[config.mk]
export PLATFORM = sky130hd
export DESIGN_NAME = stereo_audio_hp_lp_gain_chain_flat
export DESIGN_NICKNAME = d
export VERILOG_FILES = /design/src/rtl/sahg_pkg.sv /design/src/rtl/sahg_if.sv /design/src/rtl/stereo_audio_hp_lp_gain_chain.sv /design/src/rtl/sahg_regs.sv /design/src/flat_wrapper.sv
export SDC_FILE = /design/constraint.sdc
export NUM_CORES = 2
export LEC_CHECK = 0
export ABC_AREA = 1
export BUFFER_PORTS_ARGS = -buffer_cell sky130_fd_sc_hd__buf_2
export CORE_MARGIN = 8
export CORE_UTILIZATION = 45
export CTS_CLUSTER_DIAMETER = 80
export DETAILED_ROUTE_END_ITERATION = 10
export PLACE_DENSITY = 0.71
export SETUP_SLACK_MARGIN = 0.15
export SYNTH_ARGS = -nofsm -noshare
export SYNTH_HDL_FRONTEND = slang
export SYNTH_SLANG_ARGS = --single-unit
[constraint.sdc]
create_clock -name clk -period 7.7 [get_ports clk]
set_clock_uncertainty 0.1 [all_clocks]
set_input_delay 0.77 -clock clk [delete_from_list [all_inputs] [get_ports clk]]
set_output_delay 0.77 -clock clk [all_outputs]
set_load 0.02 [all_outputs]
[src/rtl/sahg_pkg.sv]
// Shared types, constants and helpers of the stereo high-pass, low-pass and gain chain.
package sahg_pkg;

	localparam int WORD_W   = 32;
	localparam int SAMPLE_W = 24;
	localparam int ST_W     = 42;
	localparam int OP_W     = 43;
	localparam int COEF_W   = 16;
	localparam int FRAC_W   = 16;
	localparam int PROD_W   = COEF_W + 1 + OP_W;
	localparam int ACC_W    = PROD_W - FRAC_W;
	localparam int GAIN_SH  = 30;
	localparam int ADDR_W   = 5;
	localparam int DATA_W   = 32;
	localparam int IDX_W    = 3;

	localparam logic [IDX_W-1:0] REG_HP_COEFF = 3'd0;
	localparam logic [IDX_W-1:0] REG_LP_COEFF = 3'd1;
	localparam logic [IDX_W-1:0] REG_GAIN_Q   = 3'd2;
	localparam logic [IDX_W-1:0] REG_HP_ON    = 3'd3;
	localparam logic [IDX_W-1:0] REG_LP_ON    = 3'd4;
	localparam logic [IDX_W-1:0] REG_MONO     = 3'd5;

	localparam logic [COEF_W-1:0] GAIN_RESET = 16'd13107;

	typedef struct packed {
		logic [COEF_W-1:0] hp_coeff;
		logic [COEF_W-1:0] lp_coeff;
		logic [COEF_W-1:0] gain_q;
		logic              hp_on;
		logic              lp_on;
		logic              mono_mode;
	} cfg_t;

	function automatic logic signed [ST_W-1:0] sat_st(input logic signed [ACC_W-1:0] v);
		logic hi_same;
		hi_same = (v[ACC_W-1:ST_W-1] == {(ACC_W-ST_W+1){1'b0}}) ||
		          (v[ACC_W-1:ST_W-1] == {(ACC_W-ST_W+1){1'b1}});
		if (hi_same) begin
			return v[ST_W-1:0];
		end else if (v[ACC_W-1]) begin
			return {1'b1, {(ST_W-1){1'b0}}};
		end else begin
			return {1'b0, {(ST_W-1){1'b1}}};
		end
	endfunction

endpackage

[src/rtl/sahg_if.sv]
// Frame input and result output channel interfaces.
interface sahg_in_if;
	logic                                 valid;
	logic                                 ready;
	logic                                 clear_state;
	logic signed [sahg_pkg::WORD_W-1:0]   left_word;
	logic signed [sahg_pkg::WORD_W-1:0]   right_word;

	modport source(output valid, clear_state, left_word, right_word, input ready);
	modport sink(input valid, clear_state, left_word, right_word, output ready);
endinterface

interface sahg_out_if;
	logic                                 valid;
	logic                                 ready;
	logic signed [sahg_pkg::WORD_W-1:0]   left_out;
	logic signed [sahg_pkg::WORD_W-1:0]   right_out;
	logic                                 right_valid;

	modport source(output valid, left_out, right_out, right_valid, input ready);
	modport sink(input valid, left_out, right_out, right_valid, output ready);
endinterface

[src/rtl/stereo_audio_hp_lp_gain_chain.sv]
// Stereo first-order high-pass, low-pass and gain chain on one shared 17x43 multiplier.
// Sequence per channel: a load state, then a multiply and a writeback state for each active
// stage (high-pass, low-pass, gain), then one output state per frame; mono skips the right.
// A new frame is accepted only in idle, after the last result is registered for output.
// Reset: asynchronous, clears control, filter history to zero, registers to their defaults.
module stereo_audio_hp_lp_gain_chain (
	input  logic                          clk,
	input  logic                          arst_n,
	input  logic                          psel,
	input  logic                          penable,
	input  logic                          pwrite,
	input  logic [sahg_pkg::ADDR_W-1:0]   paddr,
	input  logic [sahg_pkg::DATA_W-1:0]   pwdata,
	output logic [sahg_pkg::DATA_W-1:0]   prdata,
	output logic                          pready,
	sahg_in_if.sink                       frame_in,
	sahg_out_if.source                    frame_out
);
	import sahg_pkg::*;

	localparam logic [2:0] S_IDLE = 3'd0;
	localparam logic [2:0] S_LOAD = 3'd1;
	localparam logic [2:0] S_MUL  = 3'd2;
	localparam logic [2:0] S_WB   = 3'd3;
	localparam logic [2:0] S_DONE = 3'd4;

	localparam logic [1:0] STG_HP = 2'd0;
	localparam logic [1:0] STG_LP = 2'd1;
	localparam logic [1:0] STG_GN = 2'd2;

	cfg_t cfg;

	sahg_regs u_regs (
		.clk     (clk),
		.arst_n  (arst_n),
		.psel    (psel),
		.penable (penable),
		.pwrite  (pwrite),
		.paddr   (paddr),
		.pwdata  (pwdata),
		.prdata  (prdata),
		.pready  (pready),
		.cfg     (cfg)
	);

	logic [2:0]                  state_q;
	logic [1:0]                  stg_q;
	logic                        ch_q;
	logic signed [SAMPLE_W-1:0]  lx_q;
	logic signed [SAMPLE_W-1:0]  rx_q;
	logic [COEF_W-1:0]           coef_q;
	logic signed [OP_W-1:0]      opb_q;
	logic signed [PROD_W-1:0]    prod_q;
	logic signed [SAMPLE_W-1:0]  hp_x_q [2];
	logic signed [ST_W-1:0]      hp_y_q [2];
	logic signed [ST_W-1:0]      lp_y_q [2];
	logic signed [WORD_W-1:0]    left_q;
	logic signed [WORD_W-1:0]    right_q;
	logic                        out_valid_q;
	logic signed [WORD_W-1:0]    out_left_q;
	logic signed [WORD_W-1:0]    out_right_q;
	logic                        out_rv_q;

	logic                        accept;
	logic                        out_take;
	logic signed [SAMPLE_W-1:0]  x;
	logic signed [SAMPLE_W:0]    dx;
	logic signed [OP_W-1:0]      xq;
	logic signed [OP_W-1:0]      hp_s;
	logic signed [OP_W-1:0]      lp_y_ext;
	logic signed [PROD_W-1:0]    lp_y_sh;
	logic signed [ST_W-1:0]      y_hp;
	logic signed [ST_W-1:0]      y_lp;
	logic signed [PROD_W-1:0]    lp_acc;
	logic signed [PROD_W-1:0]    rnd;
	logic signed [WORD_W-1:0]    g_res;
	logic signed [PROD_W-1:0]    prod;
	logic [1:0]                  nxt_stg;
	logic [COEF_W-1:0]           nxt_coef;
	logic signed [OP_W-1:0]      nxt_opb;

	assign frame_in.ready  = (state_q == S_IDLE);
	assign accept          = frame_in.valid & frame_in.ready;
	assign out_take        = frame_out.valid & frame_out.ready;
	assign frame_out.valid       = out_valid_q;
	assign frame_out.left_out    = out_left_q;
	assign frame_out.right_out   = out_right_q;
	assign frame_out.right_valid = out_rv_q;

	assign x        = ch_q ? rx_q : lx_q;
	assign dx       = {x[SAMPLE_W-1], x} - {hp_x_q[ch_q][SAMPLE_W-1], hp_x_q[ch_q]};
	assign xq       = {{(OP_W-SAMPLE_W-FRAC_W){x[SAMPLE_W-1]}}, x, {FRAC_W{1'b0}}};
	assign hp_s     = {hp_y_q[ch_q][ST_W-1], hp_y_q[ch_q]} +
	                  {{(OP_W-SAMPLE_W-1-FRAC_W){dx[SAMPLE_W]}}, dx, {FRAC_W{1'b0}}};
	assign lp_y_ext = {lp_y_q[ch_q][ST_W-1], lp_y_q[ch_q]};
	assign lp_y_sh  = {{(PROD_W-ST_W-FRAC_W){lp_y_q[ch_q][ST_W-1]}}, lp_y_q[ch_q],
	                   {FRAC_W{1'b0}}};

	assign y_hp   = sat_st(prod_q[PROD_W-1:FRAC_W]);
	assign lp_acc = prod_q + lp_y_sh;
	assign y_lp   = sat_st(lp_acc[PROD_W-1:FRAC_W]);
	assign rnd    = prod_q + {{(PROD_W-GAIN_SH){1'b0}}, {GAIN_SH{prod_q[PROD_W-1]}}};
	assign g_res  = {{(WORD_W-PROD_W+GAIN_SH){rnd[PROD_W-1]}}, rnd[PROD_W-1:GAIN_SH]};
	assign prod   = $signed({1'b0, coef_q}) * opb_q;

	// Pick the next operation and its operands after a load or a writeback.
	always_comb begin
		nxt_stg  = STG_GN;
		nxt_coef = cfg.gain_q;
		nxt_opb  = xq;
		if (state_q == S_LOAD) begin
			priority if (cfg.hp_on) begin
				nxt_stg  = STG_HP;
				nxt_coef = cfg.hp_coeff;
				nxt_opb  = hp_s;
			end else if (cfg.lp_on) begin
				nxt_stg  = STG_LP;
				nxt_coef = cfg.lp_coeff;
				nxt_opb  = xq - lp_y_ext;
			end else begin
				nxt_stg  = STG_GN;
				nxt_coef = cfg.gain_q;
				nxt_opb  = xq;
			end
		end else if (stg_q == STG_HP) begin
			if (cfg.lp_on) begin
				nxt_stg  = STG_LP;
				nxt_coef = cfg.lp_coeff;
				nxt_opb  = {y_hp[ST_W-1], y_hp} - lp_y_ext;
			end else begin
				nxt_stg  = STG_GN;
				nxt_coef = cfg.gain_q;
				nxt_opb  = {y_hp[ST_W-1], y_hp};
			end
		end else begin
			nxt_stg  = STG_GN;
			nxt_coef = cfg.gain_q;
			nxt_opb  = {y_lp[ST_W-1], y_lp};
		end
	end

	always_ff @(posedge clk or negedge arst_n) begin
		if (!arst_n) begin
			state_q     <= S_IDLE;
			stg_q       <= STG_GN;
			ch_q        <= 1'b0;
			out_valid_q <= 1'b0;
			for (int i = 0; i < 2; i++) begin
				hp_x_q[i] <= '0;
				hp_y_q[i] <= '0;
				lp_y_q[i] <= '0;
			end
		end else begin
			if (state_q == S_DONE && (!out_valid_q || frame_out.ready)) begin
				out_valid_q <= 1'b1;
			end else if (out_take) begin
				out_valid_q <= 1'b0;
			end
			unique case (state_q)
				S_IDLE: begin
					if (accept) begin
						ch_q    <= 1'b0;
						state_q <= S_LOAD;
						if (frame_in.clear_state) begin
							for (int i = 0; i < 2; i++) begin
								hp_x_q[i] <= '0;
								hp_y_q[i] <= '0;
								lp_y_q[i] <= '0;
							end
						end
					end
				end
				S_LOAD: begin
					if (cfg.hp_on) begin
						hp_x_q[ch_q] <= x;
					end
					stg_q   <= nxt_stg;
					state_q <= S_MUL;
				end
				S_MUL: begin
					state_q <= S_WB;
				end
				S_WB: begin
					unique case (stg_q)
						STG_HP: begin
							hp_y_q[ch_q] <= y_hp;
							stg_q        <= nxt_stg;
							state_q      <= S_MUL;
						end
						STG_LP: begin
							lp_y_q[ch_q] <= y_lp;
							stg_q        <= nxt_stg;
							state_q      <= S_MUL;
						end
						default: begin
							if (!ch_q && !cfg.mono_mode) begin
								ch_q    <= 1'b1;
								state_q <= S_LOAD;
							end else begin
								state_q <= S_DONE;
							end
						end
					endcase
				end
				S_DONE: begin
					if (!out_valid_q || frame_out.ready) begin
						state_q <= S_IDLE;
					end
				end
				default: state_q <= S_IDLE;
			endcase
		end
	end

	// Datapath registers: operands, product, channel results and output payload.
	always_ff @(posedge clk) begin
		if (accept) begin
			lx_q <= frame_in.left_word[WORD_W-1:WORD_W-SAMPLE_W];
			rx_q <= frame_in.right_word[WORD_W-1:WORD_W-SAMPLE_W];
		end
		if (state_q == S_LOAD || (state_q == S_WB && stg_q != STG_GN)) begin
			coef_q <= nxt_coef;
			opb_q  <= nxt_opb;
		end
		if (state_q == S_MUL) begin
			prod_q <= prod;
		end
		if (state_q == S_WB && stg_q == STG_GN) begin
			if (!ch_q) begin
				left_q <= g_res;
			end else begin
				right_q <= g_res;
			end
		end
		if (state_q == S_DONE && (!out_valid_q || frame_out.ready)) begin
			out_left_q  <= left_q;
			out_right_q <= cfg.mono_mode ? '0 : right_q;
			out_rv_q    <= !cfg.mono_mode;
		end
	end

endmodule

[src/rtl/sahg_regs.sv]
// APB configuration register bank.
module sahg_regs (
	input  logic                          clk,
	input  logic                          arst_n,
	input  logic                          psel,
	input  logic                          penable,
	input  logic                          pwrite,
	input  logic [sahg_pkg::ADDR_W-1:0]   paddr,
	input  logic [sahg_pkg::DATA_W-1:0]   pwdata,
	output logic [sahg_pkg::DATA_W-1:0]   prdata,
	output logic                          pready,
	output sahg_pkg::cfg_t                cfg
);
	import sahg_pkg::*;

	cfg_t             cfg_q;
	logic [IDX_W-1:0] idx;
	logic             wr_en;

	assign idx    = paddr[ADDR_W-1:2];
	assign wr_en  = psel & penable & pwrite;
	assign pready = 1'b1;
	assign cfg    = cfg_q;

	always_ff @(posedge clk or negedge arst_n) begin
		if (!arst_n) begin
			cfg_q.hp_coeff  <= '0;
			cfg_q.lp_coeff  <= '0;
			cfg_q.gain_q    <= GAIN_RESET;
			cfg_q.hp_on     <= 1'b0;
			cfg_q.lp_on     <= 1'b0;
			cfg_q.mono_mode <= 1'b0;
		end else if (wr_en) begin
			unique case (idx)
				REG_HP_COEFF: cfg_q.hp_coeff  <= pwdata[COEF_W-1:0];
				REG_LP_COEFF: cfg_q.lp_coeff  <= pwdata[COEF_W-1:0];
				REG_GAIN_Q:   cfg_q.gain_q    <= pwdata[COEF_W-1:0];
				REG_HP_ON:    cfg_q.hp_on     <= pwdata[0];
				REG_LP_ON:    cfg_q.lp_on     <= pwdata[0];
				REG_MONO:     cfg_q.mono_mode <= pwdata[0];
				default: ;
			endcase
		end
	end

	always_comb begin
		prdata = '0;
		unique case (idx)
			REG_HP_COEFF: prdata = {{(DATA_W-COEF_W){1'b0}}, cfg_q.hp_coeff};
			REG_LP_COEFF: prdata = {{(DATA_W-COEF_W){1'b0}}, cfg_q.lp_coeff};
			REG_GAIN_Q:   prdata = {{(DATA_W-COEF_W){1'b0}}, cfg_q.gain_q};
			REG_HP_ON:    prdata = {{(DATA_W-1){1'b0}}, cfg_q.hp_on};
			REG_LP_ON:    prdata = {{(DATA_W-1){1'b0}}, cfg_q.lp_on};
			REG_MONO:     prdata = {{(DATA_W-1){1'b0}}, cfg_q.mono_mode};
			default:      prdata = '0;
		endcase
	end

endmodule
[src/flat_wrapper.sv]
// flat-port wrapper written by rule: the top's interface ports become plain ports
module stereo_audio_hp_lp_gain_chain_flat import sahg_pkg::*;
  (clk, arst_n, psel, penable, pwrite, paddr, pwdata, prdata, pready, frame_in_valid, frame_in_clear_state, frame_in_left_word, frame_in_right_word, frame_in_ready, frame_out_valid, frame_out_left_out, frame_out_right_out, frame_out_right_valid, frame_out_ready);
  sahg_in_if frame_in_i ();
  sahg_out_if frame_out_i ();
  input  logic clk;
  input  logic arst_n;
  input  logic psel;
  input  logic penable;
  input  logic pwrite;
  input  logic [sahg_pkg::ADDR_W-1:0] paddr;
  input  logic [sahg_pkg::DATA_W-1:0] pwdata;
  output logic [sahg_pkg::DATA_W-1:0] prdata;
  output logic pready;
  input wire logic [$bits(frame_in_i.valid)-1:0] frame_in_valid;
  input wire logic [$bits(frame_in_i.clear_state)-1:0] frame_in_clear_state;
  input wire logic [$bits(frame_in_i.left_word)-1:0] frame_in_left_word;
  input wire logic [$bits(frame_in_i.right_word)-1:0] frame_in_right_word;
  output wire logic [$bits(frame_in_i.ready)-1:0] frame_in_ready;
  output wire logic [$bits(frame_out_i.valid)-1:0] frame_out_valid;
  output wire logic [$bits(frame_out_i.left_out)-1:0] frame_out_left_out;
  output wire logic [$bits(frame_out_i.right_out)-1:0] frame_out_right_out;
  output wire logic [$bits(frame_out_i.right_valid)-1:0] frame_out_right_valid;
  input wire logic [$bits(frame_out_i.ready)-1:0] frame_out_ready;
  assign frame_in_i.valid = frame_in_valid;
  assign frame_in_i.clear_state = frame_in_clear_state;
  assign frame_in_i.left_word = frame_in_left_word;
  assign frame_in_i.right_word = frame_in_right_word;
  assign frame_in_ready = frame_in_i.ready;
  assign frame_out_valid = frame_out_i.valid;
  assign frame_out_left_out = frame_out_i.left_out;
  assign frame_out_right_out = frame_out_i.right_out;
  assign frame_out_right_valid = frame_out_i.right_valid;
  assign frame_out_i.ready = frame_out_ready;
  stereo_audio_hp_lp_gain_chain u_core (.clk(clk), .arst_n(arst_n), .psel(psel), .penable(penable), .pwrite(pwrite), .paddr(paddr), .pwdata(pwdata), .prdata(prdata), .pready(pready), .frame_in(frame_in_i), .frame_out(frame_out_i));
endmodule
Yosys cells after proc, flatten, opt, wreduce, memory -nomap -nowiden
Cells that the tools add are included.

Mux-type cells: 58. Add/sub/neg operators: 6. Magnitude comparators: 2. Reductions and logical operators: 36. Bitwise logic cells: 6. Shift operators: 0. Multipliers: 1. Equal/unequal tests: 23. Divide/modulo/power cells: 0.

Operator list (count): 42-bit 2-to-1 mux (11); 84-bit 2-to-1 mux (4); 84-bit one-hot mux with 2 select lines (2); 43-bit 2-to-1 mux (5); 84-bit bitwise mux (2); 48-bit 2-to-1 mux (3); 24-bit 2-to-1 mux (5); 16-bit one-hot mux with 6 select lines (1); 48-bit one-hot mux with 2 select lines (1); 16-bit 2-to-1 mux (4); 60-bit by 30-bit adder with 60-bit output (1); 60-bit by 58-bit adder with 60-bit output (1); 17-bit by 43-bit multiplier with 60-bit output (1); 48-bit bitwise mux (1); 42-bit by 41-bit adder with 43-bit output (1); 40-bit by 42-bit subtractor with 43-bit output (1); 42-bit by 42-bit subtractor with 43-bit output (1); 42-bit demux with 1-bit select (1); 24-bit by 24-bit subtractor with 25-bit output (1); 24-bit demux with 1-bit select (1); 2-bit AND reduction (10); 4-bit AND reduction (4); 3-bit == test, second input constant (5); 3-bit one-hot mux with 5 select lines (1); other kinds (23) (64).

Latch bits: 0. Bits in read-only memories: 0. Bits in registers: 562. Output and inout port bits: 100. Logic and storage cells: 158. RAM bits: 0. Memories: 0. Input port bits: 109.

Depth between registers and ports, before layout
Word-level depth: 11. Depth in mapped cells: 35. Mapped depth without buffers: 30.

By module
From an unflattened synthesis, not the netlist that was laid out.

Cell total of the unflattened synthesis: 8143. Area total of the unflattened synthesis: 61891.9 um^2.

Modules (own cells, without submodules): stereo_audio_hp_lp_gain_chain (cells an instance 7850, area an instance 59392.0 um^2, times used 1, sequential area each 14229.9 um^2); sahg_regs (cells an instance 293, area an instance 2499.9 um^2, times used 1, sequential area each 1286.2 um^2).

Worst setup path before layout
Ideal clock, no wire load.

Kind: register -> register. Start: register u_core.opb_q[42]. End: register u_core.prod_q[55], data pin. Period minus slack after synthesis: 6.062 ns. Required time: 7.324 ns. Path slack: 1.638 ns. Arrival time: 5.686 ns. Cell stages (with the launch flop): 21. Buffers on the path: 2. Cells stage by stage: edfxtp_1 clkbuf_1 clkbuf_1 nand2_1 inv_1 fa_1 fa_1 fa_1 fa_1 fa_1 inv_1 fa_1 inv_1 ha_1 nand2_1 nor2_1 inv_1 nor3_1 nand2_1 o311ai_0 xor2_1.

Word-level cells in the longest chain between the ends: 1.

RTL lines: start, declared (line stereo_audio_hp_lp_gain_chain.sv:52) `logic signed [OP_W-1:0] opb_q;`; start signal, assigned (line stereo_audio_hp_lp_gain_chain.sv:223) `opb_q <= nxt_opb;`; 17-bit by 43-bit multiplier with 60-bit output (line stereo_audio_hp_lp_gain_chain.sv:104) `assign prod = $signed({1'b0, coef_q}) * opb_q;`; via u_core.prod[55] (line stereo_audio_hp_lp_gain_chain.sv:77) `logic signed [PROD_W-1:0] prod;`; end signal, assigned (line stereo_audio_hp_lp_gain_chain.sv:226) `prod_q <= prod;`; end, declared (line stereo_audio_hp_lp_gain_chain.sv:53) `logic signed [PROD_W-1:0] prod_q;`.

The timed path passes the listed nets, and every way through them passes these cells. A chain may end at the register's enable or synchronous reset.

Worst setup path in the final report
Start: register u_core.opb_q[10]. End: register u_core.prod_q[49], data pin.

Same word-level chain as after synthesis.

==> results.md <==
* H-tree depth at 2
* Fraction of layout cells with a size suffix above 1 at 5.359%
* Synth warn at 0
* WS Path Type: flop to flop
* DP Cell Count at 9755
* Synthesized area per cell at 7.630 um^2
* CP startpoint kind: flop
* Total track usage at 27.81%
* Detailed Routing Iterations Pass 1 at 8
* Post-DR wirelength/cell at 21.33 um
* Arr. time, crit path at 7.42 ns
* Initial antenna violation count at 7
* RSZ-0062 raised after global routing: false
* Async set-reset flop share out of synthesis at 48.75%
* Slew Limit Fails at 0
* Routed wire length at 210.4 mm
* Die area at 148200 um^2
* CTS Sinks at 562
* GP Congestion at 1.026
* Grt total ovfl at 0
* DP Wirelength at 168.4 mm
* Max Clk Rate at 141.5 MHz
* Post-synth EDFFs at 288
* Setup bufs post-CTS at 0
* Die X at 384.9 um
* Pin count of the biggest net entering global routing at 178
* Clk buf depth at 3
* Antenna-violating nets left at 0
* Setup TNS at 0 ns
* Area delta synth->final at 7.520%
* Mapped Cells at 8027
* Clk slew on worst S/H paths at 0.07 ns
* Crit end category: flop
* Num CTS Buffers at 57
* First DRT Iteration DRCs at 5577
* R2R Path End: u_core.prod_q[49]
* Yosys reg bits at 562
* Count of cells resized by post-cts repair at 0
* Die height at 384.9 um
* Maximum capacitance violations at 0
* Synth cell types at 57
* CP required at 8.05 ns
* Worst skew pair latency at 0.65 ns
* Post-CTS Hold Buffers at 0
* Crit Path Max Fanout at 16
* Worst r2r path cells at 22
* Reg2Reg Setup Slack at 0.63 ns
* Failing checks: negative hold slack
* Avg Vias per Cell at 5.531
* Area fraction of the dominant cell type after synthesis at 21.15%
* Hold Path Class: primary input to async pin
* I/O Pins at 209
* Total number of vias at 54564
* Least-Margin Pin Slew at 1.322 ns
* Vias in the first global route at 53405
* Leading area contributor after synthesis: fa_1
* Fin crit share at 91.78%
* Rel. slew slack at 10.94%
* Fin. Hold Viols at 4
* Core Region at 135300 um^2
* Nets@finish at 9119
* Top post-synthesis cells by area: fa_1, edfxtp_1, nand2_1
* Root Driver: clkbuf_16
* Rows at 135
* DRC viols at 0
* First-pass GRT wire length at 317.2 mm
* Worst R2R Start: u_core.opb_q[10]
* Starting Density at 45.27%
* Status: finished with violations
* Sequential area share after synthesis at 25.33%
* Final Non-Filler Cells at 9865
* CTS tree: built
* Crit path launch: u_core.opb_q[10]
* # fillers at 13273
* Main flop type after synthesis: edfxtp_1
* Final Setup Violations at 0
* Fin crit period at 7.067 ns
* IO buf count at 157
* Syn Std Cell Area at 61240 um^2
* Hold_ws at -0.0006142 ns
-- final cells by class --
class / count / area (um^2) / area share, %
multi-input combinational: 5383 / 37820 / 57.43
sequential: 562 / 15520 / 23.57
inverter: 1758 / 6599 / 10.02
tap: 1781 / 2228 / 3.384
timing repair buffer: 271 / 1814 / 2.755
clock buffer: 74 / 1531 / 2.326
clock inverter: 32 / 332.8 / 0.5054
antenna: 4 / 10.01 / 0.01520
-- metal layers --
metal | wire length (um) | global-route usage [%] | part of all wire, %
met1 | 86550 | 37.74 | 41
met2 | 94280 | 44.21 | 45
met3 | 19710 | 4.710 | 9.4
met4 | 9865 | 11.49 | 4.7
met5 | 27 | 0 | 0.013
-- worst max path at each step --
stage                        end  slack, ns
3_3_place_gp   u_core.prod_q[49]       0.86
2_1_floorplan  u_core.prod_q[55]       1.64
4_1_cts        u_core.prod_q[49]       0.76
5_1_grt        u_core.prod_q[50]       0.37
3_5_place_dp   u_core.prod_q[49]       0.79
6_report       u_core.prod_q[49]       0.63
-- Yosys cell counts (all sizes together), types with 48 or more instances --
| cell | number |
|---|---|
| nand2 | 1883 |
| inv | 1757 |
| fa | 647 |
| o21ai | 598 |
| nor2 | 502 |
| a21oi | 463 |
| ha | 330 |
| edfxtp | 288 |
| clkbuf | 273 |
| dfrtp | 265 |
| nand3 | 244 |
| o22ai | 147 |
| xor2 | 104 |
| nor3 | 78 |
| buf | 66 |
| nand4 | 53 |
| xnor2 | 49 |
| o21a | 48 |
-- critical path: stages (launching register included) --
cell and delay, ns:
edfxtp_1 0.85, nand2_1 0.19, fa_1 0.54, fa_1 0.58, fa_1 0.45, fa_1 0.56, inv_1 0.05, fa_1 0.49
inv_1 0.05, fa_1 0.47, inv_1 0.04, ha_1 0.36, nand2_1 0.10, nor2_1 0.13, nand2_1 0.08, o211ai_1 0.28
a21oi_1 0.15, o21ai_0 0.73, nand2_1 0.10, nand2_1 0.16, nand3_1 0.08, nand2_1 0.08, xor2_1 0.22
-- metrics by stage --
stage	instance area (um^2)	worst slack, ns	util, %	hold WS [ns]
detailed placement	63980	0.7925	47.29	0.3045
global route	65840	0.3687	48.66	0.06117
finish	65850	0.6331	48.67	-0.0006142
floorplan	61300	1.638	-	0.3003
global placement	63980	0.8561	47.29	0.3014
CTS	65840	0.7555	48.66	0.01618
-- kinds of logic after synthesis --
logic type	Yosys count	share of synthesized area (%)
AND/OR/NAND/NOR	2801	18.39
buffers and inverters	2097	13.14
AO/OA/AOI/OAI	1435	13.04
adder cells (fa/ha/maj)	977	27.89
flip-flops	562	25.33
XOR/XNOR	153	2.188
other	2	0.01226
-- layout by cell type, fill, tap and decap left out, types with 14 or more instances in the layout --
cell type,netlist,layout
nand2_1,1877,1875
inv_1,1749,1747
fa_1,647,647
o21ai_0,545,538
nor2_1,489,480
a21oi_1,462,459
ha_1,330,330
edfxtp_1,288,288
dfrtp_1,265,264
nand3_1,242,242
buf_2,17,156
o22ai_1,147,147
xor2_1,104,104
buf_4,30,101
nor3_1,76,75
clkbuf_16,0,58
nand4_1,53,53
o21ai_1,45,51
xnor2_1,49,49
o21a_1,48,48
a31oi_1,31,31
o21bai_1,29,29
o211ai_1,28,28
a21o_1,26,26
conb_1,2,17
nor4_1,16,16
a221oi_1,14,14
clkbuf_1,273,14
-- flip-flops by register name (all words and copies together) (netlist names) --
register	count
u_core.hp_y_q	84
u_core.lp_y_q	84
u_core.prod_q	60
u_core.u_regs.cfg	51
u_core.hp_x_q	48
u_core.opb_q	43
u_core.frame_out.left_out	30
u_core.frame_out.right_out	30
u_core.left_q	30
u_core.right_q	30
u_core.lx_q	24
u_core.rx_q	24
u_core.coef_q	16
u_core.state_q	3
u_core.stg_q	2
u_core.ch_q	1
u_core.frame_out.right_valid	1
u_core.frame_out.valid	1
Power is not shown: default switching activity piles up to over one toggle a cycle in this logic, so the estimate is an artifact.
